$ cat src/hw/rtl/gtg_pkg.sv
// Shared types and constants for the go-to-goal proportional controller.
// No dependencies; imported by every module of the block.
package gtg_pkg;

    localparam int POSE_W      = 16;
    localparam int CFG_W       = 16;
    localparam int CFG_IDX_W   = 3;
    localparam int DIFF_W      = 17;
    localparam int SQ_W        = 34;
    localparam int TOL_SQ_W    = 32;
    localparam int ROOT_W      = 17;
    localparam int REM_W       = 18;
    localparam int SQRT_STEPS  = 17;
    localparam int XY_W        = 36;
    localparam int FRAC_W      = 16;
    localparam int Z_W         = 24;
    localparam int ATAN_N      = 24;
    localparam int ZH_W        = 32;
    localparam int ANG_FRAC    = 20;
    localparam int BH_W        = 12;
    localparam int ERR_W       = 18;
    localparam int GAIN_FRAC   = 8;
    localparam int LIN_PROD_W  = 33;
    localparam int ANG_PROD_W  = 35;
    localparam int LIN_W       = 31;
    localparam int ANG_W       = 32;

    // pi in units of 2^-20 rad
    localparam logic signed [Z_W-1:0]  PI_FINE   = 24'sd3294199;
    localparam logic signed [ZH_W-1:0] BH_SCALE  = 32'sd100;
    localparam logic signed [ZH_W-1:0] BH_HALF   = 32'sd524288;

    // atan(2^-i) in units of 2^-20 rad
    localparam logic signed [Z_W-1:0] ATAN_TAB [ATAN_N] = '{
        24'sd823550, 24'sd486170, 24'sd256879, 24'sd130396,
        24'sd65451,  24'sd32757,  24'sd16383,  24'sd8192,
        24'sd4096,   24'sd2048,   24'sd1024,   24'sd512,
        24'sd256,    24'sd128,    24'sd64,     24'sd32,
        24'sd16,     24'sd8,      24'sd4,      24'sd2,
        24'sd1,      24'sd0,      24'sd0,      24'sd0
    };

    localparam logic [CFG_W-1:0] TOL_RST    = 16'd10;
    localparam logic [CFG_W-1:0] KP_LIN_RST = 16'd128;
    localparam logic [CFG_W-1:0] KP_ANG_RST = 16'd1024;

    typedef enum logic [CFG_IDX_W-1:0] {
        REG_GOAL_X = 3'd0,
        REG_GOAL_Y = 3'd1,
        REG_TOL    = 3'd2,
        REG_KP_LIN = 3'd3,
        REG_KP_ANG = 3'd4
    } gtg_reg_idx_t;

    // Data carried down the cell chain: CORDIC vector and angle, square-root
    // radicand/root/remainder, and sideband for the back end.
    typedef struct packed {
        logic signed [XY_W-1:0]   x;
        logic signed [XY_W-1:0]   y;
        logic signed [Z_W-1:0]    z;
        logic [SQ_W-1:0]          s_sh;
        logic [ROOT_W-1:0]        root;
        logic [REM_W-1:0]         rem;
        logic                     zero;
        logic                     arrived;
        logic signed [POSE_W-1:0] heading;
    } gtg_cell_t;

endpackage

$ cat src/hw/rtl/gtg_front.sv
// Front end: goal offset, squared distance, arrival test and CORDIC pre-rotation.
// Depends on gtg_pkg.
module gtg_front
    import gtg_pkg::*;
(
    input  logic                     clk,
    input  logic                     rst_n,
    input  logic                     pose_valid,
    output logic                     pose_ready,
    input  logic signed [POSE_W-1:0] pose_x,
    input  logic signed [POSE_W-1:0] pose_y,
    input  logic signed [POSE_W-1:0] pose_heading,
    input  logic signed [CFG_W-1:0]  goal_x,
    input  logic signed [CFG_W-1:0]  goal_y,
    input  logic [CFG_W-1:0]         arrive_tolerance,
    output logic                     out_valid,
    input  logic                     out_ready,
    output gtg_cell_t                out_cell
);

    logic                     a_valid_reg;
    logic                     a_ready;
    logic signed [DIFF_W-1:0] dx_a_reg;
    logic signed [DIFF_W-1:0] dy_a_reg;
    logic signed [POSE_W-1:0] head_a_reg;
    logic signed [DIFF_W-1:0] dx_a_next;
    logic signed [DIFF_W-1:0] dy_a_next;

    logic                     b_valid_reg;
    logic                     b_ready;
    logic signed [DIFF_W-1:0] dx_b_reg;
    logic signed [DIFF_W-1:0] dy_b_reg;
    logic signed [POSE_W-1:0] head_b_reg;
    logic [SQ_W-1:0]          dx_sq_reg;
    logic [SQ_W-1:0]          dy_sq_reg;
    logic [TOL_SQ_W-1:0]      tol_sq_reg;
    logic signed [SQ_W-1:0]   dx_sq_next;
    logic signed [SQ_W-1:0]   dy_sq_next;
    logic [TOL_SQ_W-1:0]      tol_sq_next;

    logic                     c_valid_reg;
    logic                     c_ready;
    gtg_cell_t                cell_reg;
    gtg_cell_t                cell_next;
    logic [SQ_W-1:0]          dist_sq;
    logic                     neg;
    logic signed [DIFF_W-1:0] dx_rot;
    logic signed [DIFF_W-1:0] dy_rot;

    assign c_ready    = !c_valid_reg || out_ready;
    assign b_ready    = !b_valid_reg || c_ready;
    assign a_ready    = !a_valid_reg || b_ready;
    assign pose_ready = a_ready;
    assign out_valid  = c_valid_reg;
    assign out_cell   = cell_reg;

    assign dx_a_next   = DIFF_W'(goal_x) - DIFF_W'(pose_x);
    assign dy_a_next   = DIFF_W'(goal_y) - DIFF_W'(pose_y);
    assign dx_sq_next  = dx_a_reg * dx_a_reg;
    assign dy_sq_next  = dy_a_reg * dy_a_reg;
    assign tol_sq_next = arrive_tolerance * arrive_tolerance;

    always_comb
    begin
        dist_sq = dx_sq_reg + dy_sq_reg;
        neg     = dx_b_reg[DIFF_W-1];
        dx_rot  = neg ? -dx_b_reg : dx_b_reg;
        dy_rot  = neg ? -dy_b_reg : dy_b_reg;

        cell_next.x = XY_W'(dx_rot) <<< FRAC_W;
        cell_next.y = XY_W'(dy_rot) <<< FRAC_W;
        // left half-plane: start from +pi or -pi after negating the vector
        if (!neg)
        begin
            cell_next.z = '0;
        end
        else if (!dy_b_reg[DIFF_W-1])
        begin
            cell_next.z = PI_FINE;
        end
        else
        begin
            cell_next.z = -PI_FINE;
        end
        cell_next.s_sh    = dist_sq;
        cell_next.root    = '0;
        cell_next.rem     = '0;
        cell_next.zero    = (dx_b_reg == '0) && (dy_b_reg == '0);
        cell_next.arrived = dist_sq < SQ_W'(tol_sq_reg);
        cell_next.heading = head_b_reg;
    end

    always_ff @(posedge clk or negedge rst_n)
    begin
        if (!rst_n)
        begin
            a_valid_reg <= 1'b0;
            b_valid_reg <= 1'b0;
            c_valid_reg <= 1'b0;
        end
        else
        begin
            if (a_ready)
            begin
                a_valid_reg <= pose_valid;
            end
            if (b_ready)
            begin
                b_valid_reg <= a_valid_reg;
            end
            if (c_ready)
            begin
                c_valid_reg <= b_valid_reg;
            end
        end
    end

    always_ff @(posedge clk)
    begin
        if (a_ready && pose_valid)
        begin
            dx_a_reg   <= dx_a_next;
            dy_a_reg   <= dy_a_next;
            head_a_reg <= pose_heading;
        end
        if (b_ready && a_valid_reg)
        begin
            dx_b_reg   <= dx_a_reg;
            dy_b_reg   <= dy_a_reg;
            head_b_reg <= head_a_reg;
            dx_sq_reg  <= $unsigned(dx_sq_next);
            dy_sq_reg  <= $unsigned(dy_sq_next);
            tol_sq_reg <= tol_sq_next;
        end
        if (c_ready && b_valid_reg)
        begin
            cell_reg <= cell_next;
        end
    end

endmodule

$ cat config.mk
export PLATFORM = sky130hd
export DESIGN_NAME = gtg_front
export DESIGN_NICKNAME = d
export VERILOG_FILES = /design/src/hw/rtl/gtg_pkg.sv /design/src/hw/rtl/gtg_front.sv
export SDC_FILE = /design/constraint.sdc
export NUM_CORES = 2
export LEC_CHECK = 0
export BUFFER_PORTS_ARGS = -buffer_cell sky130_fd_sc_hd__buf_2
export CAP_MARGIN = 40
export CORE_UTILIZATION = 62
export CTS_BUF_LIST = sky130_fd_sc_hd__clkbuf_16
export DETAILED_ROUTE_END_ITERATION = 8
export HOLD_SLACK_MARGIN = 0.05
export PLACE_DENSITY_LB_ADDON = 0.12
export SYNTH_ARGS = -nofsm -noshare
export SYNTH_HDL_FRONTEND = slang
export SYNTH_SLANG_ARGS = --single-unit
$ cat constraint.sdc
create_clock -name clk -period 19 [get_ports clk]
set_clock_uncertainty 0.2 [all_clocks]
set_input_delay 0.95 -clock clk [delete_from_list [all_inputs] [get_ports clk]]
set_output_delay 0.95 -clock clk [all_outputs]
set_load 0.01 [all_outputs]
# Yosys cells after proc, flatten, opt, wreduce, memory -nomap -nowiden
# Cells that the tools add are included.
[totals]
ff_bits = 313
in_bits = 100
out_inout_bits = 185
elab_cells = 43
[classes]
n_addsub = 5
n_mul = 3
magnitude_cmp = 1
muxes = 3
reduce_logical = 12
[op_table]
columns = ["operator", "count"]
rows = [
  ["17-bit by 17-bit multiplier with 34-bit output", 2],
  ["34-bit adder", 1],
  ["17-bit logical NOT", 2],
  ["34-bit by 32-bit < comparator with 1-bit output", 1],
  ["17-bit two-way mux", 2],
  ["17-bit negation", 2],
  ["16-bit by 16-bit subtractor with 17-bit output", 2],
  ["16-bit by 16-bit multiplier with 32-bit output", 1],
  ["24-bit two-way mux", 1],
  ["1-bit logical AND", 4],
  ["1-bit logical NOT", 3],
  ["1-bit logical OR", 3],
]

# Depth between registers and ports, before layout
[depth]
word_depth = 5
ltp_mapped = 26
depth_no_buf = 24

# Worst setup path before layout
# OpenSTA, ideal clock, no wires.
[synth_timing]
kind = "input to register"
from = "in arrive_tolerance[9]"
to = "reg tol_sq_reg[28] (data pin)"
setup_time_ns = 0.162
arrival_ns = 6.597
required_ns = 18.638
slack_ns = 12.041
stages = 22
path_buffers = 1
path_cell_list = "clkbuf_1 nand2_1 inv_1 fa_1 inv_1 fa_1 inv_1 fa_1 fa_1 fa_1 inv_1 fa_1 inv_1 ha_1 and4_4 and2_4 o31a_1 a2111oi_4 a21oi_2 o221a_4 or4b_1 o2111ai_1"
[synth_between]
elab_chain_cells = 1
[synth_lines]
columns = ["item", "line", "rtl"]
rows = [
  ["start: declaration", "gtg_front.sv:15", "input logic [CFG_W-1:0] arrive_tolerance,"],
  ["16-bit by 16-bit multiplier with 32-bit output", "gtg_front.sv:61", "assign tol_sq_next = arrive_tolerance * arrive_tolerance;"],
  ["named net tol_sq_next[28]", "gtg_front.sv:39", "logic [TOL_SQ_W-1:0] tol_sq_next;"],
  ["end signal: assignment", "gtg_front.sv:133", "tol_sq_reg <= tol_sq_next;"],
  ["end: declaration", "gtg_front.sv:36", "logic [TOL_SQ_W-1:0] tol_sq_reg;"],
]
# The timed path passes the listed nets, and every way through them passes these cells.
# A chain may end at the register's enable or synchronous reset.

# Worst setup path in the final report
[layout_timing]
from = "reg dx_a_reg[3]"
to = "reg dx_sq_reg[33] (data pin)"
[layout_between]
elab_chain_cells = 1
[layout_lines]
columns = ["item", "line", "rtl"]
rows = [
  ["start: declaration", "gtg_front.sv:23", "logic signed [DIFF_W-1:0] dx_a_reg;"],
  ["start signal: assignment", "gtg_front.sv:122", "dx_a_reg <= dx_a_next;"],
  ["17-bit by 17-bit multiplier with 34-bit output", "gtg_front.sv:59", "assign dx_sq_next = dx_a_reg * dx_a_reg;"],
  ["named net dx_sq_next[33]", "gtg_front.sv:37", "logic signed [SQ_W-1:0] dx_sq_next;"],
  ["end signal: assignment", "gtg_front.sv:131", "dx_sq_reg <= $unsigned(dx_sq_next);"],
  ["end: declaration", "gtg_front.sv:34", "logic [SQ_W-1:0] dx_sq_reg;"],
]
# The timed path passes the listed nets, and every way through them passes these cells.

==> metrics <==
number of vias in the routed layout 26400; multi-input combinational cell area 27200 um2; top_reg_cell synth edfxtp_1; routed wire length 83800 um; cell taking the most area after synthesis fa_1; Sequential cell area 8600 um2; Avg Inst Size Synth 10.3 um2; Area growth syn-to-layout 6.91%; final hold vios 0; clk buf depth 3; fin crit share 39.4%; vias per cell 5.31; number of flops mapped to enable cells by yosys 284; dpl cells 4908; sequential-to-total area share from yosys stat 21.4%; global routing met1 resource utilization 36.5%; crit-path most repeated cell fa_1; WL per Instance 16.9 um; f_max 134 MHz; initial antenna violation count 4; TNS Setup 0 ps; #FFs+latches synth 287; startpoint type of the worst setup path flip-flop; CP arrival 7590 ps; RSZ-0062 raised after global routing no; CTS sink count 287; endpoints failing setup 0; Tightest Pin Transition 921 ps; gr usage total 26.7%; met2 Resource Use GR 45.7%; Synth Instances 3902; crit-path max cell delay 940 ps; CTS tree done; Iter 0 DRT Violations 1567; synth unique cells 76; max_cap viols 0; Post-DP Area 42000 um2; top cell type's share of synthesized area 34.7%; yosys warns 0; met3 Resource Use GR 3.45%; crit path kind reg -> reg; diode count 0; design area 43100 um2; grt peak-use layer met2; Worst Hold Class reg -> reg; Final Net Count 5260; htree depth 1; Post-Syn Area 40300 um2; Root Buffer Master clkbuf_16; Initial Util 62.6%; max FFs per register 89; max-slew violation count 0; Die Wd 257 um; status completed; total gr overflow 0; final std cells w/o fill 4963; relative slew slack 37.0%; port bufs 217; # Post-CTS Setup Buffers 0; 1st-pass router iterations 5; Die ar. 66000 um2; clock slew at reported path FFs 70 ps; TritonCTS Buffers 29; CP max-delay cell edfxtp_1; Clk Latency, worst-skew pair 580 ps; Final Critical Period 7480 ps; count leader, synth inv_1; DP HPWL 69000 um; Die H 257 um; critical path, cell by cell inv_1 > nor2_1 > fa_1 > inv_1 > fa_1 > fa_1 > inv_1 > fa_1 > fa_1 > inv_1 > fa_1 > inv_1 > ha_1 > a21oi_1 > nor2_1 > a211oi_1 > a21oi_1 > o31a_1 > a2111oi_0 > o21ai_1 > a21o_1 > xnor2_1; number of nets with antenna violations after routing 0; share of cells above drive strength 1 8.18%; number of global-route vias before repair 27700; buffers plus inverters on the worst setup path 5; first-pass GRT wire length 139000 um; row count 93; # DRC 0; crit-path leading delay family adder cells; Synth top cells by count 988 x inv_1, 697 x fa_1, 378 x ha_1, 284 x edfxtp_1, 273 x nand2_1; worst-path maximum fanout 17; # fillers 5114; pin count of the biggest net entering global routing 70; Async SR Flop Fraction 1.05%; top cells by area, synth fa_1 35%, edfxtp_1 21%, ha_1 12%, inv_1 9.2%, xnor2_1 3.3%; Placer Congestion 0.875; I/O Pins 285; Worst EP required 19110 ps; CORE AREA 64300 um2; CP endpoint kind flip-flop
cell type report:
type	instances	area share (%)
clock buffers	29	1.69
inverters	989	8.62
multi-input cells	2527	63.3
repair buffers	251	3.33
flip-flops and latches	287	20.0
well taps	855	2.48
clock inverters	25	0.628
logic make-up (layout without fill, tap and decap cells):
logic type	Yosys count	after routing	share of synthesized area, %
compound gates	392	392	6.64
fa+ha+maj	1075	1075	46.4
other cells	1	67	0.00931
flops	287	287	21.4
buf+inv	1154	1294	11.6
simple gates	803	803	9.80
mux	4	4	0.106
xor+xnor	186	186	4.05
worst paths after layout:
kind,from,endpoint,slack (ps),depth (start not counted)
worst max-delay path,dx_a_reg[3],dx_sq_reg[33],11520,22
worst min-delay path,head_a_reg[3],head_b_reg[3],220,0
worst max register to register,dx_a_reg[3],dx_sq_reg[33],11520,22
worst min register to register,head_a_reg[3],head_b_reg[3],220,0
max in group asynchronous,rst_n,out_valid,17970,2
min in group asynchronous,rst_n,b_valid_reg,520,2
per-layer routing:
metal,part of all wire [%],vias up
met4,2.2,2
met3,6.0,134
met5,0.016,-
met2,50,747
li1,-,12300
met1,42,13100
timing repair:
item,in CTS,in global routing
endpoints found under the hold margin,3,0
endpoints found under the setup margin,0,0
hold buffers,1,0
gates resized for setup,0,0
worst reg2reg max path, cell delays in order (launching register included):
cell	delay [ps]
edfxtp_1	940
inv_1	310
nor2_1	290
fa_1	460
inv_1	90
fa_1	410
fa_1	520
inv_1	60
fa_1	490
fa_1	490
inv_1	50
fa_1	470
inv_1	60
ha_1	340
a21oi_1	200
nor2_1	80
a211oi_1	280
a21oi_1	130
o31a_1	320
a2111oi_0	540
o21ai_1	160
a21o_1	210
xnor2_1	120
per-stage QoR:
| stage | setup slack, ps | util [%] | hold WS, ps |
|---|---|---|---|
| after floorplan | 12040 | - | 200 |
| after global placement | 11730 | 65.1 | 201 |
| after detailed placement | 11610 | 65.3 | 205 |
| after CTS | 11480 | 66.9 | 219 |
| after global routing | 11160 | 66.9 | 224 |
| final | 11520 | 66.9 | 217 |
cells in the final DEF, fill, tap and decap left out, drive strengths merged, types with 7 or more instances in the layout:
| cell | netlist | final |
|---|---|---|
| o21a | 30 | 30 |
| nor2 | 143 | 143 |
| inv | 988 | 996 |
| ha | 378 | 378 |
| o31a | 7 | 7 |
| and2 | 169 | 169 |
| a211oi | 15 | 15 |
| and4 | 7 | 7 |
| or4 | 8 | 8 |
| o21ai | 82 | 82 |
| nand4 | 11 | 11 |
| xor2 | 36 | 36 |
| a2111oi | 10 | 10 |
| a31oi | 15 | 15 |
| fa | 697 | 697 |
| edfxtp | 284 | 284 |
| clkinv | 1 | 9 |
| buf | 94 | 250 |
| a21oi | 97 | 97 |
| or3 | 12 | 12 |
| clkbuf | 71 | 29 |
| nand2 | 273 | 273 |
| nor2b | 50 | 50 |
| nand3 | 32 | 32 |
| a21o | 51 | 51 |
| or2 | 8 | 8 |
| conb | 1 | 67 |
| a31o | 10 | 10 |
| and3 | 14 | 14 |
| nand2b | 29 | 29 |
| nor3 | 37 | 37 |
| o21bai | 10 | 10 |
| xnor2 | 150 | 150 |
| o31ai | 17 | 17 |
| a21boi | 8 | 8 |
Power is left out: the tool's default activity adds up to more than one toggle a clock period on the data nets, which glitch-free logic cannot reach.
