**src/hw/rtl/gtg_pkg.sv**
```systemverilog
// Shared types and constants for the go-to-goal proportional controller.
// No dependencies; imported by every module of the block.
package gtg_pkg;

    localparam int POSE_W      = 16;
    localparam int CFG_W       = 16;
    localparam int CFG_IDX_W   = 3;
    localparam int DIFF_W      = 17;
    localparam int SQ_W        = 34;
    localparam int TOL_SQ_W    = 32;
    localparam int ROOT_W      = 17;
    localparam int REM_W       = 18;
    localparam int SQRT_STEPS  = 17;
    localparam int XY_W        = 36;
    localparam int FRAC_W      = 16;
    localparam int Z_W         = 24;
    localparam int ATAN_N      = 24;
    localparam int ZH_W        = 32;
    localparam int ANG_FRAC    = 20;
    localparam int BH_W        = 12;
    localparam int ERR_W       = 18;
    localparam int GAIN_FRAC   = 8;
    localparam int LIN_PROD_W  = 33;
    localparam int ANG_PROD_W  = 35;
    localparam int LIN_W       = 31;
    localparam int ANG_W       = 32;

    // pi in units of 2^-20 rad
    localparam logic signed [Z_W-1:0]  PI_FINE   = 24'sd3294199;
    localparam logic signed [ZH_W-1:0] BH_SCALE  = 32'sd100;
    localparam logic signed [ZH_W-1:0] BH_HALF   = 32'sd524288;

    // atan(2^-i) in units of 2^-20 rad
    localparam logic signed [Z_W-1:0] ATAN_TAB [ATAN_N] = '{
        24'sd823550, 24'sd486170, 24'sd256879, 24'sd130396,
        24'sd65451,  24'sd32757,  24'sd16383,  24'sd8192,
        24'sd4096,   24'sd2048,   24'sd1024,   24'sd512,
        24'sd256,    24'sd128,    24'sd64,     24'sd32,
        24'sd16,     24'sd8,      24'sd4,      24'sd2,
        24'sd1,      24'sd0,      24'sd0,      24'sd0
    };

    localparam logic [CFG_W-1:0] TOL_RST    = 16'd10;
    localparam logic [CFG_W-1:0] KP_LIN_RST = 16'd128;
    localparam logic [CFG_W-1:0] KP_ANG_RST = 16'd1024;

    typedef enum logic [CFG_IDX_W-1:0] {
        REG_GOAL_X = 3'd0,
        REG_GOAL_Y = 3'd1,
        REG_TOL    = 3'd2,
        REG_KP_LIN = 3'd3,
        REG_KP_ANG = 3'd4
    } gtg_reg_idx_t;

    // Data carried down the cell chain: CORDIC vector and angle, square-root
    // radicand/root/remainder, and sideband for the back end.
    typedef struct packed {
        logic signed [XY_W-1:0]   x;
        logic signed [XY_W-1:0]   y;
        logic signed [Z_W-1:0]    z;
        logic [SQ_W-1:0]          s_sh;
        logic [ROOT_W-1:0]        root;
        logic [REM_W-1:0]         rem;
        logic                     zero;
        logic                     arrived;
        logic signed [POSE_W-1:0] heading;
    } gtg_cell_t;

endpackage

```
**src/hw/rtl/gtg_cell.sv**
```systemverilog
// One cell: a vectoring CORDIC rotation and a square-root digit, each optional.
// Depends on gtg_pkg.
module gtg_cell
    import gtg_pkg::*;
#(
    parameter int IDX     = 0,
    parameter bit ROT_EN  = 1'b1,
    parameter bit SQRT_EN = 1'b1
)
(
    input  logic      clk,
    input  logic      rst_n,
    input  logic      in_valid,
    output logic      in_ready,
    input  gtg_cell_t in_cell,
    output logic      out_valid,
    input  logic      out_ready,
    output gtg_cell_t out_cell
);

    logic                   valid_reg;
    gtg_cell_t              cell_reg;
    gtg_cell_t              cell_next;
    logic signed [XY_W-1:0] xs;
    logic signed [XY_W-1:0] ys;
    logic [REM_W+1:0]       trial_rem;
    logic [REM_W+1:0]       trial;

    assign in_ready  = !valid_reg || out_ready;
    assign out_valid = valid_reg;
    assign out_cell  = cell_reg;

    always_comb
    begin
        cell_next = in_cell;
        xs        = in_cell.x >>> IDX;
        ys        = in_cell.y >>> IDX;
        trial_rem = {in_cell.rem, in_cell.s_sh[SQ_W-1 -: 2]};
        trial     = {1'b0, in_cell.root, 2'b01};

        if (ROT_EN)
        begin
            if (in_cell.y > 0)
            begin
                cell_next.x = in_cell.x + ys;
                cell_next.y = in_cell.y - xs;
                cell_next.z = in_cell.z + ATAN_TAB[IDX];
            end
            else
            begin
                cell_next.x = in_cell.x - ys;
                cell_next.y = in_cell.y + xs;
                cell_next.z = in_cell.z - ATAN_TAB[IDX];
            end
        end

        // restoring square root, two radicand bits per cell
        if (SQRT_EN)
        begin
            cell_next.s_sh = in_cell.s_sh << 2;
            if (trial_rem >= trial)
            begin
                cell_next.rem  = REM_W'(trial_rem - trial);
                cell_next.root = {in_cell.root[ROOT_W-2:0], 1'b1};
            end
            else
            begin
                cell_next.rem  = trial_rem[REM_W-1:0];
                cell_next.root = {in_cell.root[ROOT_W-2:0], 1'b0};
            end
        end
    end

    always_ff @(posedge clk or negedge rst_n)
    begin
        if (!rst_n)
        begin
            valid_reg <= 1'b0;
        end
        else if (in_ready)
        begin
            valid_reg <= in_valid;
        end
    end

    always_ff @(posedge clk)
    begin
        if (in_ready && in_valid)
        begin
            cell_reg <= cell_next;
        end
    end

endmodule

```
**config.mk**
```make
export PLATFORM = sky130hd
export DESIGN_NAME = gtg_cell
export DESIGN_NICKNAME = d
export VERILOG_FILES = /design/src/hw/rtl/gtg_pkg.sv /design/src/hw/rtl/gtg_cell.sv
export SDC_FILE = /design/constraint.sdc
export NUM_CORES = 1
export LEC_CHECK = 0
export ABC_AREA = 1
export BUFFER_PORTS_ARGS = -buffer_cell sky130_fd_sc_hd__buf_2
export CORE_ASPECT_RATIO = 1.75
export CORE_MARGIN = 2
export CORE_UTILIZATION = 40
export DETAILED_ROUTE_END_ITERATION = 7
export GPL_TIMING_DRIVEN = 0
export MAX_ROUTING_LAYER = met4
export PLACE_DENSITY_LB_ADDON = 0.25
export SLEW_MARGIN = 20
export SYNTH_ARGS = -nofsm -noshare
export SYNTH_HDL_FRONTEND = slang
export SYNTH_SLANG_ARGS = --single-unit
```
**constraint.sdc**
```tcl
create_clock -name clk -period 10.55 [get_ports clk]
set_input_delay 0.5275 -clock clk [delete_from_list [all_inputs] [get_ports clk]]
set_output_delay 0.5275 -clock clk [all_outputs]
set_load 0.05 [all_outputs]
```
# [Word level (Yosys, flattened, before mapping)]
# Index checks and enable logic that the tools add are counted.
[classes] n_addsub=6 n_lt_le_gt_ge=2 mux=2 reduce_logical=3
[op_table] cell="96-bit 2-to-1 mux" n=1
[op_table] cell="36-bit subtractor" n=2
[op_table] cell="36-bit adder" n=1
[op_table] cell="36-bit by 1-bit greater-than comparator with 1-bit output (second input constant)" n=1
[op_table] cell="24-bit by 21-bit adder with 24-bit output (second input constant)" n=1
[op_table] cell="24-bit by 21-bit subtractor with 24-bit output (second input constant)" n=1
[op_table] cell="20-bit by 19-bit >= comparator with 1-bit output" n=1
[op_table] cell="19-bit 2-to-1 mux" n=1
[op_table] cell="18-bit subtractor" n=1
[op_table] cell="1-bit logical AND" n=1
[op_table] cell="1-bit zero test" n=1
[op_table] cell="1-bit logical OR" n=1
[word_totals] register_bits=182 in_bits=187 elab_cells=23

# [Logic depth before layout (Yosys ltp)]
# Gate-level depths: netlist of run 1.
[logic_depth] word_depth=3 ltp_mapped=20 depth_no_buf=18

# [Worst setup path before layout of run 1]
# No wires, ideal clock.
[synth_path] path_kind="reg-to-reg" from="register valid_reg (netlist: out_valid)" to="register cell_reg, in the netlist out_cell[0], enable pin" arrival_ns=9.329 required_time_ns=9.772 path_slack_ns=0.442 stages_incl_launch_ff=2 path_buffers=0 period_less_slack_ns=10.108 cell_sequence="dfrtp_1 a21oi_1"
[synth_between] elab_chain_len=3
[synth_rtl] item="start: declaration" line_no="gtg_cell.sv:21" source="logic valid_reg;"
[synth_rtl] item="start signal: assignment" line_no="gtg_cell.sv:82" source="valid_reg <= in_valid;"
[synth_rtl] item="1-bit zero test" line_no="gtg_cell.sv:29" source="assign in_ready = !valid_reg || out_ready;"
[synth_rtl] item="1-bit logical OR" line_no="gtg_cell.sv:29"
[synth_rtl] item="1-bit logical AND" line_no="gtg_cell.sv:88" source="if (in_ready && in_valid)"
[synth_rtl] item="end signal: assignment" line_no="gtg_cell.sv:90" source="cell_reg <= cell_next;"
[synth_rtl] item="end: declaration" line_no="gtg_cell.sv:22" source="gtg_cell_t cell_reg;"
# Every way passes these cells.
# A chain may end at the register's enable or synchronous reset.

==> reports/qor.yml, run 1 <==
outcome:
  outcome: "finished, final reports clean"
timing:
  slew_viol_final: 0
  timing.final.ws_setup_ns: 6.35
  setup_violations: 0
  min_period_ns: 4.20
  relSlewSlack_pct: 35.2
  rsz0062_at_grt: "false"
  hold_viol_final: 0
  timing.fmax_mhz: 238
  period_share_pct: 39.8
  fin_worst_skew_ns: 0.0177
  tightest_slew_ns: 0.971
cts:
  cts_tree: "done"
  cts_resized: 0
  clockRootBuffer: "clkbuf_16"
  insertion_delay_ns: 0.46
  post_cts_buffers: 0
  clock_tree.buffer_depth: 2
  htreeDepth: 4
  numCtsBuffers: 17
  clock_sinks: 181
  clkTransAtPathRegs_ns: 0.10
  postCtsHoldBufs: 1
placement:
  hpwl_mm: 56.8
  pre_cts_slack_ns: 5.85
  place_congestion: 1.05
  dp_cells: 3058
  place_area_um2: 18700
  io_buffers: 369
worst_setup_path:
  crit_end: "out_cell[109]"
  critPathLaunch: "in_cell[112]"
  path_class: "in -> reg"
  reg2reg_to: "out_cell[177]"
  r2r_cells: 6
  timing.rr.start: "out_valid"
  rrSetupSlack_ns: 8.29
  cp_max_fo: 21
  cp-start-kind: "primary input"
  endpoint_kind: "flip-flop"
  arrival_ns: 4.41
  required_ns: 10.76
worst_hold_path:
  hp-class: "in -> reg"
routing:
  via_count: 16300
  wire_per_inst_um: 21.5
  vias_per_cell: 5.28
  drcViolationCount: 0
  wl_mm: 66.4
  ant_nets: 0
  first_iter_violations: 980
  first_pass_iters: 7
logic_synthesis:
  syn_area_um2: 16000
  synth_top_area_share_pct: 33.8
  syn_inst: 2190
  synth.largest_area_cell: "edfxtp_1"
  ys_ff_latch: 181
  ys_warn_count: 0
  synthTopCellsByArea: "edfxtp_1 (34%), nand2_1 (14%), ha_1 (11%)"
  synth.distinct_cells: 46
  syn-mean-instance-area_um2: 7.29
  synth-edff-count: 180
  synth_most_common_cell: "nand2_1"
  synth_common_cells: "nand2_1 (601), inv_1 (303), nor2_1 (190)"
  ys_seq_area_share_pct: 34.0
  synthArstFlopShare_pct: 0.552
  synth_flop_cell: "edfxtp_1"
power:
  finalPower_mw: 2.65
  p_leak_nw: 9.69
  powerDensity_nw_per_um2: 137
  ir_drop_mv: 0.101
final_layout:
  syn2layout_area_growth_pct: 20.9
  drive_gt1_share_pct: 20.3
  final_util_pct: 49.2
  layout.cells.non_filler: 3093
  final_cell_area_um2: 19300
  finalNetCount: 2924
floorplan:
  start_util_pct: 40.7
  core-area_um2: 39300
  rows: 96
  dieArea_um2: 41600
  die_w_um: 155
  ios: 372
  die_h_um: 268
global_routing:
  antenna_found_initial: 4
  grt_first_pass_wirelength_mm: 96.2
  grt_use_total_pct: 32.3
  grt_max_degree: 27
  gr-total-overflow: 0
  grt_pass1_vias: 16300
job:
  maxCapViolations: 0
==> cells by family (layout without fill, tap and decap cells) <==
group,count (synthesis),after routing,synth area share [%]
xor+xnor,73,73,4.00
other cells,1,4,0.0235
simple gates,1076,1076,28.6
compound gates,348,348,11.9
fa+ha+maj,149,149,11.9
flops,181,181,34.0
buf+inv,362,772,9.63
==> cells in the final DEF (no fill, tap or decap), types with 17 or more instances in the layout <==
master / n
nor2_2: 26
nand3_1: 183
clkbuf_16: 17
buf_4: 29
o21bai_1: 20
nand4_1: 27
a21oi_1: 170
o21ai_0: 99
ha_1: 145
nand2_1: 601
buf_2: 382
xor2_1: 58
nor3_1: 18
inv_1: 303
nor2_1: 190
edfxtp_1: 180
==> area by class of cell <==
class / instances / area, um^2
sequential: 181 / 5430
antenna: 2 / 5.00
tap: 490 / 613
fill: 3954 / 20000
buffer: 53 / 378
clock buffer: 17 / 425
inverter: 309 / 1160
multi-input combinational: 1648 / 9020
timing repair buffer: 378 / 2060
clock inverter: 15 / 214
==> layer usage <==
metal  wire length (um)  GRT usage, %  part of all wire [%]
met5                  0             -                     0
met2              35800          61.3                    54
met3               3440          4.60                   5.2
met4               5370          22.8                   8.1
met1              21800          29.0                    33
==> worst min-delay path by stage <==
stage | startpoint | to | cells past startpoint
after floorplan | rst_n | out_valid | 0
after global placement | rst_n | out_valid | 1
after detailed placement | rst_n | out_valid | 1
after CTS | in_cell[62] | out_cell[64] | 1
after global routing | in_cell[62] | out_cell[64] | 1
final | in_cell[62] | out_cell[64] | 1
==> critical path, stage by stage <==
cell      delay [ns]
buf_2           0.15
inv_1           0.22
nand4_1         0.15
nor2_1          0.23
nand3_1         0.23
nor2_1          0.34
nor2_2          0.15
inv_2           0.09
buf_4           0.21
buf_2           0.55
ha_1            0.44
a21oi_1         0.35
o21ai_0         0.15
o21bai_1        0.19
nand2_1         0.08
nand3_1         0.14
xor2_1          0.19
==> sequential cells by signal, summed over array words and instances, names as in the netlist <==
register,flops
out_cell,180
out_valid,1
==> stage by stage <==
stage / setup TNS [ns] / hold slack (ns)
after floorplan: 0 / 0.232
after detailed placement: 0 / 0.303
after CTS: 0 / 0.202
after global placement: -508.38 / 0.302
final: 0 / 0.224
after global routing: 0 / 0.211
==> report_power, final <==
group          internal (mW)  switching, mW
Sequential             0.878         0.0133
Combinational          0.289          0.775
Clock                  0.332          0.363
Power figures use the tool's default switching activity.
==> run 2: changes to the inputs <==
Clock period 10.55 ns to 4.4 ns, I/O delays scaled along.
==> reports/qor.yml, run 2 (synthesis results as in run 1) <==
cts:
  postCtsHoldBufs: 69
  cts_tree: "done"
  insertion_delay_ns: 0.46
  clkTransAtPathRegs_ns: 0.09
  clock_tree.buffer_depth: 2
  cts_resized: 0
  clock_sinks: 181
  post_cts_buffers: 0
  htreeDepth: 4
  clockRootBuffer: "clkbuf_16"
  numCtsBuffers: 17
power:
  powerDensity_nw_per_um2: 319
  ir_drop_mv: 0.248
  finalPower_mw: 6.37
  p_leak_nw: 9.98
worst_setup_path:
  r2r_cells: 5
  critPathLaunch: "in_cell[115]"
  path_class: "in -> reg"
  reg2reg_to: "out_cell[69]"
  endpoint_kind: "flip-flop"
  timing.rr.start: "out_valid"
  crit_end: "out_cell[104]"
  rrSetupSlack_ns: 2.40
  required_ns: 4.69
  cp-start-kind: "primary input"
  cp_max_fo: 21
  arrival_ns: 4.39
routing:
  ant_nets: 0
  wire_per_inst_um: 21.3
  first_iter_violations: 1005
  first_pass_iters: 5
  drcViolationCount: 0
  vias_per_cell: 5.24
  wl_mm: 67.2
  via_count: 16600
worst_hold_path:
  hp-class: "in -> async"
final_layout:
  largest_reg_flops: 180
  layout_commonest_cell: "nand2_1"
  finalNetCount: 2992
  layout_common_cells: "nand2_1 (601), buf_2 (382), inv_1 (303), nor2_1 (190), nand3_1 (183)"
  drive_gt1_share_pct: 19.8
  final_cell_area_um2: 20000
  num-fill-cells: 3913
  syn2layout_area_growth_pct: 25.2
  antenna_cells: 0
global_routing:
  grt_use_total_pct: 32.5
  grt_max_degree: 27
  antenna_found_initial: 1
  gr-total-overflow: 0
  grt_first_pass_wirelength_mm: 96.7
  grt_pass1_vias: 16400
floorplan:
  core-area_um2: 39300
  die_w_um: 155
  dieArea_um2: 41600
  rows: 96
  start_util_pct: 40.7
  die_h_um: 268
  ios: 372
outcome:
  outcome: "finished, final reports clean"
placement:
  io_buffers: 369
  place_area_um2: 18700
  pre_cts_slack_ns: 0.0174
  hpwl_mm: 56.2
  place_congestion: 1.01
timing:
  tns_ns: 0
  tightest_slew_ns: 1.02
  hold_viol_final: 0
  slew_viol_final: 0
  timing.fmax_mhz: 244
  min_period_ns: 4.10
  fin_worst_skew_ns: 0.0170
  setup_violations: 0
  period_share_pct: 93.2
  relSlewSlack_pct: 31.9
  hold_ws_ns: 0.0974
  timing.final.ws_setup_ns: 0.299
  rsz0062_at_grt: "false"
job:
  maxCapViolations: 0
==> run 2: cell types whose count changed in the layout (fill, tap and decap cells not counted) <==
cell           delta
buf_16            +1
diode_2           -2
dlygate4sd3_1    +68
buf_8             -1
==> run 2: worst max-delay path, stage by stage <==
cell      delay [ns]
buf_2           0.12
nor3_1          0.68
nand3_1         0.16
nor2_1          0.38
nor2_2          0.17
inv_2           0.10
buf_4           0.21
buf_2           0.54
ha_1            0.36
nand2_1         0.14
nor4_1          0.59
a21oi_1         0.25
o21bai_1        0.21
xor2_1          0.23
==> run 2: per-layer routing <==
metal | wire length (um) | GRT usage [%] | share of wire (%) | vias to the layer above
li1 | - | - | - | 8121
met1 | 22200 | 29.2 | 33 | 7568
met2 | 36800 | 62.9 | 55 | 661
met3 | 3060 | 3.43 | 4.6 | 213
met4 | 5160 | 22.1 | 7.7 | 0
met5 | 0 | - | 0 | -
==> run 2: through the flow <==
step / util (%) / cells
floorplan: - / 2191
global placement: 47.0 / 3050
detailed placement: 47.5 / 3058
CTS: 50.9 / 3159
global route: 50.9 / 3159
finish: 50.9 / 3159
==> run 2: worst min-delay path by stage <==
stage                     startpoint         to
after floorplan                rst_n  out_valid
after global placement         rst_n  out_valid
after detailed placement       rst_n  out_valid
after CTS                      rst_n  out_valid
after global routing           rst_n  out_valid
final                          rst_n  out_valid
==> run 2: area by class of cell <==
cell class,count,area [um^2],area share [%]
multi-input cells,1648,9020,45.1
flip-flops and latches,181,5430,27.2
repair buffers,446,2760,13.8
inverters,309,1160,5.80
well taps,490,613,3.07
clock buffers,17,425,2.13
plain buffers,53,378,1.89
clock inverters,15,214,1.07
==> run 2: report_power, final <==
| group | total, mW | switching, mW | internal [mW] |
|---|---|---|---|
| Combinational | 2.59 | 1.85 | 0.734 |
| Sequential | 2.14 | 0.0373 | 2.11 |
| Clock | 1.64 | 0.845 | 0.795 |
