===== src/hw/rtl/gtg_pkg.sv =====
// Shared types and constants for the go-to-goal proportional controller.
// No dependencies; imported by every module of the block.
package gtg_pkg;

    localparam int POSE_W      = 16;
    localparam int CFG_W       = 16;
    localparam int CFG_IDX_W   = 3;
    localparam int DIFF_W      = 17;
    localparam int SQ_W        = 34;
    localparam int TOL_SQ_W    = 32;
    localparam int ROOT_W      = 17;
    localparam int REM_W       = 18;
    localparam int SQRT_STEPS  = 17;
    localparam int XY_W        = 36;
    localparam int FRAC_W      = 16;
    localparam int Z_W         = 24;
    localparam int ATAN_N      = 24;
    localparam int ZH_W        = 32;
    localparam int ANG_FRAC    = 20;
    localparam int BH_W        = 12;
    localparam int ERR_W       = 18;
    localparam int GAIN_FRAC   = 8;
    localparam int LIN_PROD_W  = 33;
    localparam int ANG_PROD_W  = 35;
    localparam int LIN_W       = 31;
    localparam int ANG_W       = 32;

    // pi in units of 2^-20 rad
    localparam logic signed [Z_W-1:0]  PI_FINE   = 24'sd3294199;
    localparam logic signed [ZH_W-1:0] BH_SCALE  = 32'sd100;
    localparam logic signed [ZH_W-1:0] BH_HALF   = 32'sd524288;

    // atan(2^-i) in units of 2^-20 rad
    localparam logic signed [Z_W-1:0] ATAN_TAB [ATAN_N] = '{
        24'sd823550, 24'sd486170, 24'sd256879, 24'sd130396,
        24'sd65451,  24'sd32757,  24'sd16383,  24'sd8192,
        24'sd4096,   24'sd2048,   24'sd1024,   24'sd512,
        24'sd256,    24'sd128,    24'sd64,     24'sd32,
        24'sd16,     24'sd8,      24'sd4,      24'sd2,
        24'sd1,      24'sd0,      24'sd0,      24'sd0
    };

    localparam logic [CFG_W-1:0] TOL_RST    = 16'd10;
    localparam logic [CFG_W-1:0] KP_LIN_RST = 16'd128;
    localparam logic [CFG_W-1:0] KP_ANG_RST = 16'd1024;

    typedef enum logic [CFG_IDX_W-1:0] {
        REG_GOAL_X = 3'd0,
        REG_GOAL_Y = 3'd1,
        REG_TOL    = 3'd2,
        REG_KP_LIN = 3'd3,
        REG_KP_ANG = 3'd4
    } gtg_reg_idx_t;

    // Data carried down the cell chain: CORDIC vector and angle, square-root
    // radicand/root/remainder, and sideband for the back end.
    typedef struct packed {
        logic signed [XY_W-1:0]   x;
        logic signed [XY_W-1:0]   y;
        logic signed [Z_W-1:0]    z;
        logic [SQ_W-1:0]          s_sh;
        logic [ROOT_W-1:0]        root;
        logic [REM_W-1:0]         rem;
        logic                     zero;
        logic                     arrived;
        logic signed [POSE_W-1:0] heading;
    } gtg_cell_t;

endpackage


===== src/hw/rtl/gtg_back.sv =====
// Back end: distance rounding, bearing scaling, gain products and command register.
// Depends on gtg_pkg.
module gtg_back
    import gtg_pkg::*;
(
    input  logic                    clk,
    input  logic                    rst_n,
    input  logic                    in_valid,
    output logic                    in_ready,
    input  gtg_cell_t               in_cell,
    input  logic [CFG_W-1:0]        kp_linear,
    input  logic [CFG_W-1:0]        kp_angular,
    output logic                    cmd_valid,
    input  logic                    cmd_ready,
    output logic [LIN_W-1:0]        linear_cmd,
    output logic signed [ANG_W-1:0] angular_cmd,
    output logic                    arrived
);

    // stage d: rounded distance, bearing in hundredths
    logic                         d_valid_reg;
    logic                         d_ready;
    logic [ROOT_W-1:0]            r_d_reg;
    logic signed [BH_W-1:0]       bh_d_reg;
    logic signed [POSE_W-1:0]     head_d_reg;
    logic                         arr_d_reg;
    logic signed [ZH_W-1:0]       z_scaled;
    logic signed [ZH_W-1:0]       z_round;
    logic [ROOT_W-1:0]            r_d_next;
    logic signed [BH_W-1:0]       bh_d_next;

    // stage e: angle error
    logic                         e_valid_reg;
    logic                         e_ready;
    logic [ROOT_W-1:0]            r_e_reg;
    logic signed [ERR_W-1:0]      err_e_reg;
    logic                         arr_e_reg;
    logic signed [ERR_W-1:0]      err_e_next;

    // stage f: gain products
    logic                         f_valid_reg;
    logic                         f_ready;
    logic [LIN_PROD_W-1:0]        lin_prod_reg;
    logic signed [ANG_PROD_W-1:0] ang_prod_reg;
    logic                         arr_f_reg;
    logic signed [CFG_W:0]        kpa_s;
    logic [LIN_PROD_W-1:0]        lin_prod_next;
    logic signed [ANG_PROD_W-1:0] ang_prod_next;

    // stage g: command register
    logic                         g_valid_reg;
    logic                         g_ready;
    logic [LIN_W-1:0]             linear_cmd_reg;
    logic signed [ANG_W-1:0]      angular_cmd_reg;
    logic                         arrived_reg;
    logic [LIN_W-1:0]             linear_cmd_next;
    logic signed [ANG_W-1:0]      angular_cmd_next;

    assign g_ready     = !g_valid_reg || cmd_ready;
    assign f_ready     = !f_valid_reg || g_ready;
    assign e_ready     = !e_valid_reg || f_ready;
    assign d_ready     = !d_valid_reg || e_ready;
    assign in_ready    = d_ready;
    assign cmd_valid   = g_valid_reg;
    assign linear_cmd  = linear_cmd_reg;
    assign angular_cmd = angular_cmd_reg;
    assign arrived     = arrived_reg;

    always_comb
    begin
        // round to nearest: remainder above root means the upper integer is closer
        r_d_next  = in_cell.root + ROOT_W'(in_cell.rem > REM_W'(in_cell.root));
        z_scaled  = ZH_W'(in_cell.z) * BH_SCALE;
        z_round   = z_scaled + BH_HALF;
        bh_d_next = in_cell.zero ? '0 : BH_W'(z_round >>> ANG_FRAC);
    end

    assign err_e_next    = ERR_W'(bh_d_reg) - ERR_W'(head_d_reg);
    assign kpa_s         = {1'b0, kp_angular};
    assign lin_prod_next = LIN_PROD_W'(kp_linear) * LIN_PROD_W'(r_e_reg);
    assign ang_prod_next = ANG_PROD_W'(kpa_s) * ANG_PROD_W'(err_e_reg);

    // Input ranges keep both shifted products far inside the command widths,
    // so truncating them to those widths loses no bits.
    always_comb
    begin
        if (arr_f_reg)
        begin
            linear_cmd_next  = '0;
            angular_cmd_next = '0;
        end
        else
        begin
            linear_cmd_next  = LIN_W'(lin_prod_reg >> GAIN_FRAC);
            angular_cmd_next = ANG_W'(ang_prod_reg >>> GAIN_FRAC);
        end
    end

    always_ff @(posedge clk or negedge rst_n)
    begin
        if (!rst_n)
        begin
            d_valid_reg <= 1'b0;
            e_valid_reg <= 1'b0;
            f_valid_reg <= 1'b0;
            g_valid_reg <= 1'b0;
        end
        else
        begin
            if (d_ready)
            begin
                d_valid_reg <= in_valid;
            end
            if (e_ready)
            begin
                e_valid_reg <= d_valid_reg;
            end
            if (f_ready)
            begin
                f_valid_reg <= e_valid_reg;
            end
            if (g_ready)
            begin
                g_valid_reg <= f_valid_reg;
            end
        end
    end

    always_ff @(posedge clk)
    begin
        if (d_ready && in_valid)
        begin
            r_d_reg    <= r_d_next;
            bh_d_reg   <= bh_d_next;
            head_d_reg <= in_cell.heading;
            arr_d_reg  <= in_cell.arrived;
        end
        if (e_ready && d_valid_reg)
        begin
            r_e_reg   <= r_d_reg;
            err_e_reg <= err_e_next;
            arr_e_reg <= arr_d_reg;
        end
        if (f_ready && e_valid_reg)
        begin
            lin_prod_reg <= lin_prod_next;
            ang_prod_reg <= ang_prod_next;
            arr_f_reg    <= arr_e_reg;
        end
        if (g_ready && f_valid_reg)
        begin
            linear_cmd_reg  <= linear_cmd_next;
            angular_cmd_reg <= angular_cmd_next;
            arrived_reg     <= arr_f_reg;
        end
    end

endmodule


===== config.mk =====
export PLATFORM = sky130hd
export DESIGN_NAME = gtg_back
export DESIGN_NICKNAME = d
export VERILOG_FILES = /design/src/hw/rtl/gtg_pkg.sv /design/src/hw/rtl/gtg_back.sv
export SDC_FILE = /design/constraint.sdc
export NUM_CORES = 2
export LEC_CHECK = 0
export ABC_CLOCK_PERIOD_IN_PS = 5800
export BUFFER_PORTS_ARGS = -buffer_cell sky130_fd_sc_hd__buf_4
export CAP_MARGIN = 20
export CORE_MARGIN = 4
export CORE_UTILIZATION = 55
export DETAILED_ROUTE_END_ITERATION = 8
export PLACE_DENSITY_LB_ADDON = 0.15
export SYNTH_ARGS = -nofsm -noshare
export SYNTH_HDL_FRONTEND = slang
export SYNTH_SLANG_ARGS = --single-unit

===== constraint.sdc =====
create_clock -name clk -period 5.8 [get_ports clk]
set_input_delay 0.87 -clock clk [delete_from_list [all_inputs] [get_ports clk]]
set_output_delay 0.87 -clock clk [all_outputs]
set_load 0.05 [all_outputs]

=== Word-level counts from Yosys, hierarchy flattened ===
Index checks and enable logic that the tools add are counted.
Widths: inputs -> output; s select.

* Memory bits (writable): 0
* Memory bits (read-only): 0
* Output and inout bits: 66
* Logic and storage cells: 37
* Memories: 0
* Input port bits: 219
* Bits in latches: 0
* Bits in registers: 213

* Reductions and logical operators: 12
* Magnitude comparators: 1
* $mul: 3
* Equality and inequality tests: 0
* Divide/modulo/power cells: 0
* Add/sub/neg operators: 3
* Shifts and indexed selects: 0
* Muxes and demuxes: 0
* Bitwise logic cells: 0

{| class="wikitable"
|+ Operators by type and width
! kind !! count
|-
| $mul 17x17->34 || 1
|-
| $mul 16x17->33 || 1
|-
| $add 32x21->32 const B || 1
|-
| $mul 24x6->30 const B || 1
|-
| $gt 18x17->1 || 1
|-
| $add 17x1->17 || 1
|-
| $sub 12x16->17 || 1
|-
| $logic_and 1x1->1 || 4
|-
| $logic_not 1->1 || 4
|-
| $logic_or 1x1->1 || 4
|}

=== Logic depth before layout (Yosys ltp) ===
* Word-level depth: 6
* Depth in mapped cells: 24
* Mapped depth without buffers: 23

=== Worst setup path before layout ===
OpenSTA, ideal clock, no wires.

* Path kind: in2reg
* Start point: input port kp_linear[8]
* End point: register lin_prod_reg[24], data pin
* Required time: 5.542 ns
* Buffers on the path: 2
* Setup time: 0.258 ns
* Stages: 24
* Arrival: 6.644 ns
* Setup slack: -1.102 ns
* Cells stage by stage: clkbuf_1 > clkbuf_1 > nand2_1 > fa_1 > inv_1 > fa_1 > inv_1 > fa_1 > inv_1 > fa_1 > fa_1 > inv_1 > fa_1 > inv_1 > ha_1 > a22oi_1 > nand3_1 > a2111oi_1 > o41ai_1 > and2_1 > a31o_2 > a21o_1 > a21oi_1 > xnor2_1

* Word-level cells in the longest chain between the ends: 1

{| class="wikitable"
|+ RTL lines
! element !! RTL line !! source
|-
| start, declared || gtg_back.sv:11 || <nowiki>input logic [CFG_W-1:0] kp_linear,</nowiki>
|-
| $mul 16x17->33 || gtg_back.sv:80 || <nowiki>assign lin_prod_next = LIN_PROD_W'(kp_linear) * LIN_PROD_W'(r_e_reg);</nowiki>
|-
| net lin_prod_next[24] || gtg_back.sv:47 || <nowiki>logic [LIN_PROD_W-1:0] lin_prod_next;</nowiki>
|-
| end signal, assigned || gtg_back.sv:146 || <nowiki>lin_prod_reg <= lin_prod_next;</nowiki>
|-
| end, declared || gtg_back.sv:43 || <nowiki>logic [LIN_PROD_W-1:0] lin_prod_reg;</nowiki>
|}

The timed path passes the listed nets, and every way through them passes these cells.
A chain may end at the register's enable or synchronous reset.

=== Final worst setup path ===
* Start point: input port kp_angular[5]
* End point: register ang_prod_reg[29], data pin

* Word-level cells in the longest chain between the ends: 1

{| class="wikitable"
|+ RTL lines
! element !! RTL line !! source
|-
| start, declared || gtg_back.sv:12 || <nowiki>input logic [CFG_W-1:0] kp_angular,</nowiki>
|-
| $mul 17x17->34 || gtg_back.sv:81 || <nowiki>assign ang_prod_next = ANG_PROD_W'(kpa_s) * ANG_PROD_W'(err_e_reg);</nowiki>
|-
| net ang_prod_next[29] || gtg_back.sv:48 || <nowiki>logic signed [ANG_PROD_W-1:0] ang_prod_next;</nowiki>
|-
| end signal, assigned || gtg_back.sv:147 || <nowiki>ang_prod_reg <= ang_prod_next;</nowiki>
|-
| end, declared || gtg_back.sv:44 || <nowiki>logic signed [ANG_PROD_W-1:0] ang_prod_reg;</nowiki>
|}

The timed path passes the listed nets, and every way through them passes these cells.

==> impl_metrics.tcl <==
set metrics [dict create \
    status "finished, violations left" \
    violations "negative setup slack" \
    viasPerCell 5.16 \
    grt.total_usage_pct 24.3 \
    grt_pass1_vias 21958 \
    synth.area.mux_share_pct 0.185 \
    hold_viol 0 \
    final.setup_skew_ns 0.0274 \
    wl_um 63400 \
    timing.reg2reg.setup_slack_ns -0.43 \
    diodes 0 \
    r2r_cells 23 \
    clk_latency_ns 0.47 \
    io_buffers 172 \
    synth_top_family_by_area "adder cells" \
    slew_viol_final 0 \
    die-area_um2 54100 \
    dr.pass1.iters 5 \
    ios 285 \
    crit_family "adder cells" \
    nets 4167 \
    rsz0062_at_grt "true" \
    rows 82 \
    wl_per_cell_um 16.4 \
    fin_area_um2 33200 \
    hp-class "in2async" \
    die_w_um 233 \
    drtIter0Drc 966 \
    postSynthCellCount 2792 \
    async_flop_share_pct 2.12 \
    path_common_cell "fa_1" \
    min_period_ns 6.25 \
    critical_path_class "in2reg" \
    synth_edf_count 185 \
    finalCritPeriodShare_pct 108 \
    hold_buffers 0 \
    fin_ws_ns -0.451 \
    crit_cells 23 \
    vias 19940 \
    cp.required_ns 6.01 \
    synth-warning-count 0 \
    clk_pin_slew_worst_paths_ns 0.08 \
    clock_path_buffers 2 \
    drc 0 \
    cts_root_buffer "clkbuf_16" \
    path_cells "buf_4, and2_1, fa_1, inv_2, fa_2, fa_1, fa_1, inv_1, fa_1, inv_1, fa_1, inv_2, ha_4, o21a_1, o21a_1, o211ai_1, a21oi_2, a211oi_2, o21ai_2, a311o_1, buf_4, nand2_4, xnor2_2" \
    ys_seq_elements 189 \
    area_growth_pct 19.6 \
    critical-path-slowest-cell "fa_2" \
    endpoint_kind "flip-flop" \
    antenna_found_initial 0 \
    synthSimpleGateAreaFrac_pct 15.0 \
    post_dp_cell_area_um2 31600 \
    path_max_fanout 11 \
    setup_viol 27 \
    cts_tree "built" \
    clock_sinks 189 \
    hold_ws_ns 0.191 \
    synth_seq_area_share_pct 20.4 \
    max_slew_margin_pct 31.8 \
    grt_overflow 0 \
    crit_arrival_ns 6.46 \
    gp_congestion 0.915 \
    fp.dieH_um 233 \
    ant_nets 0 \
    final.fill_count 4046 \
    synth_area_um2 27800 \
    synth-xor-area-share_pct 3.03 \
    avgSynthCellArea_um2 9.94 \
    synth-compound-area-share_pct 4.78 \
    cts_buffers 17 \
    cp_slowest_stage_delay_ns 0.56 \
    dp_hpwl_um 53000 \
    grt_pass1_wl_um 106000 \
    drv_cap 0 \
    core_um2 50100 \
    synth_ff_type "edfxtp_1" \
    cp-start-kind "primary input" \
    cts_max_level 4 \
    worst_slew_pin_slew_ns 1.02 \
    layout-drive-gt1-share_pct 20.3 \
    grt_max_degree 53 \
    ys_types 65 \
    max_freq_mhz 160 \
    path_buf_inv 6 \
    initial_core_util_pct 55.4 \
    synthAdderAreaFrac_pct 46.6 \
]
layer usage:
metal	vias to the layer above	GRT usage (%)	wire, um
li1	9402	-	-
met1	9932	32.1	27400
met2	498	41.2	30500
met3	108	4.42	3870
met4	0	7.34	1710
met5	-	0	0
placed cells by master (no fill, tap or decap), types with 5 or more instances in the layout:
cell type,synthesis,layout
a211o_1,6,6
a21o_1,30,30
a21oi_1,54,40
a21oi_2,0,11
a31oi_1,14,10
and2_1,264,246
and2_4,0,15
and3_1,9,9
and4_1,5,5
buf_4,12,406
buf_6,0,43
clkbuf_16,0,17
clkinv_8,0,5
conb_1,1,6
edfxtp_1,185,185
fa_1,437,420
fa_2,0,17
ha_1,333,311
ha_4,0,19
inv_1,636,609
inv_2,0,27
nand2_1,299,290
nand2_2,0,7
nand2b_1,21,21
nand3_1,22,18
nand4_1,14,14
nor2_1,50,47
nor2b_1,72,70
nor3_1,18,17
nor4_1,9,9
o21a_1,15,15
o21ai_0,24,20
or2_2,9,7
or3_1,5,5
xnor2_1,70,63
xnor2_2,0,6
xor2_1,26,24
path summary, 6_finish.rpt:
| kind | start | to |
|---|---|---|
| hold / removal | rst_n | e_valid_reg$_DFFE_PN0P_ |
| setup reg to reg | err_e_reg[7]$_DFFE_PP_ | ang_prod_reg[29]$_DFFE_PP_ |
| max in group asynchronous | rst_n | cmd_valid$_DFFE_PN0P_ |
| hold reg to reg | r_d_reg[10]$_DFFE_PP_ | r_e_reg[10]$_DFFE_PP_ |
| min in group clk | r_d_reg[10]$_DFFE_PP_ | r_e_reg[10]$_DFFE_PP_ |
| setup / recovery | kp_angular[5] | ang_prod_reg[29]$_DFFE_PP_ |
worst reg2reg max path, delay by kind of cell (launching register included):
family                   cells  cell delay [ns]
AO/OA/AOI/OAI                7             1.49
XOR/XNOR                     1             0.10
flip-flops                   1             0.43
buffers and inverters        6             0.53
AND/OR/NAND/NOR              2             0.21
adder cells (fa/ha/maj)      7             3.23
cells in the mapped netlist, types with 6 or more instances:
cell | number | share of area [%]
a211o_1 | 6 | 0.19
o21a_1 | 15 | 0.41
or2_2 | 9 | 0.20
a21o_1 | 30 | 0.81
nor4_1 | 9 | 0.20
buf_4 | 12 | 0.32
fa_1 | 437 | 32
xnor2_1 | 70 | 2.2
nor2_1 | 50 | 0.68
nor3_1 | 18 | 0.32
nor2b_1 | 72 | 1.6
o21ai_0 | 24 | 0.43
nand4_1 | 14 | 0.32
and2_1 | 264 | 6.0
nand2_1 | 299 | 4.0
nand3_1 | 22 | 0.40
xor2_1 | 26 | 0.82
edfxtp_1 | 185 | 20
inv_1 | 636 | 8.6
ha_1 | 333 | 15
and3_1 | 9 | 0.20
nand2b_1 | 21 | 0.47
a31oi_1 | 14 | 0.32
a21oi_1 | 54 | 0.97
clkbuf_1 | 78 | 1.1
metrics by stage:
step / TNS [ns] / cells / worst slack [ns] / util [%]
after floorplan: -7.51 / 2797 / -0.576 / -
after global placement: -22.76 / 3785 / -0.921 / 63.0
after detailed placement: -24.92 / 3785 / -1.07 / 63.0
after CTS: -3.86 / 3851 / -0.335 / 65.5
after global routing: -11.97 / 3863 / -0.632 / 66.3
final: -6.74 / 3863 / -0.451 / 66.3
kinds of logic (layout without fill, tap and decap cells):
group / after synthesis / after routing
AO/OA/AOI/OAI: 196 / 196
XOR/XNOR: 96 / 96
adder cells (fa/ha/maj): 771 / 771
buffers and inverters: 727 / 1121
flip-flops: 189 / 189
multiplexers: 5 / 5
other: 1 / 6
AND/OR/NAND/NOR: 807 / 807
layout make-up:
| class | count | area, um^2 | area share [%] |
|---|---|---|---|
| multi-input cells | 1881 | 20100 | 60.6 |
| repair buffers | 453 | 3590 | 10.8 |
| clock inverters | 15 | 186 | 0.561 |
| well taps | 672 | 841 | 2.53 |
| inverters | 636 | 2390 | 7.19 |
| clock buffers | 17 | 425 | 1.28 |
| flip-flops and latches | 189 | 5660 | 17.0 |
timing repair:
| item | in CTS | in global routing |
|---|---|---|
| cloned | 0 | 1 |
| pin swaps | 78 | 59 |
| endpoints found under the setup margin | 31 | 34 |
| setup buffers | 35 | 12 |
| gates resized for setup | 94 | 76 |
Power is left out: the tool's default activity adds up to more than one toggle a clock period on the data nets, which glitch-free logic cannot reach.
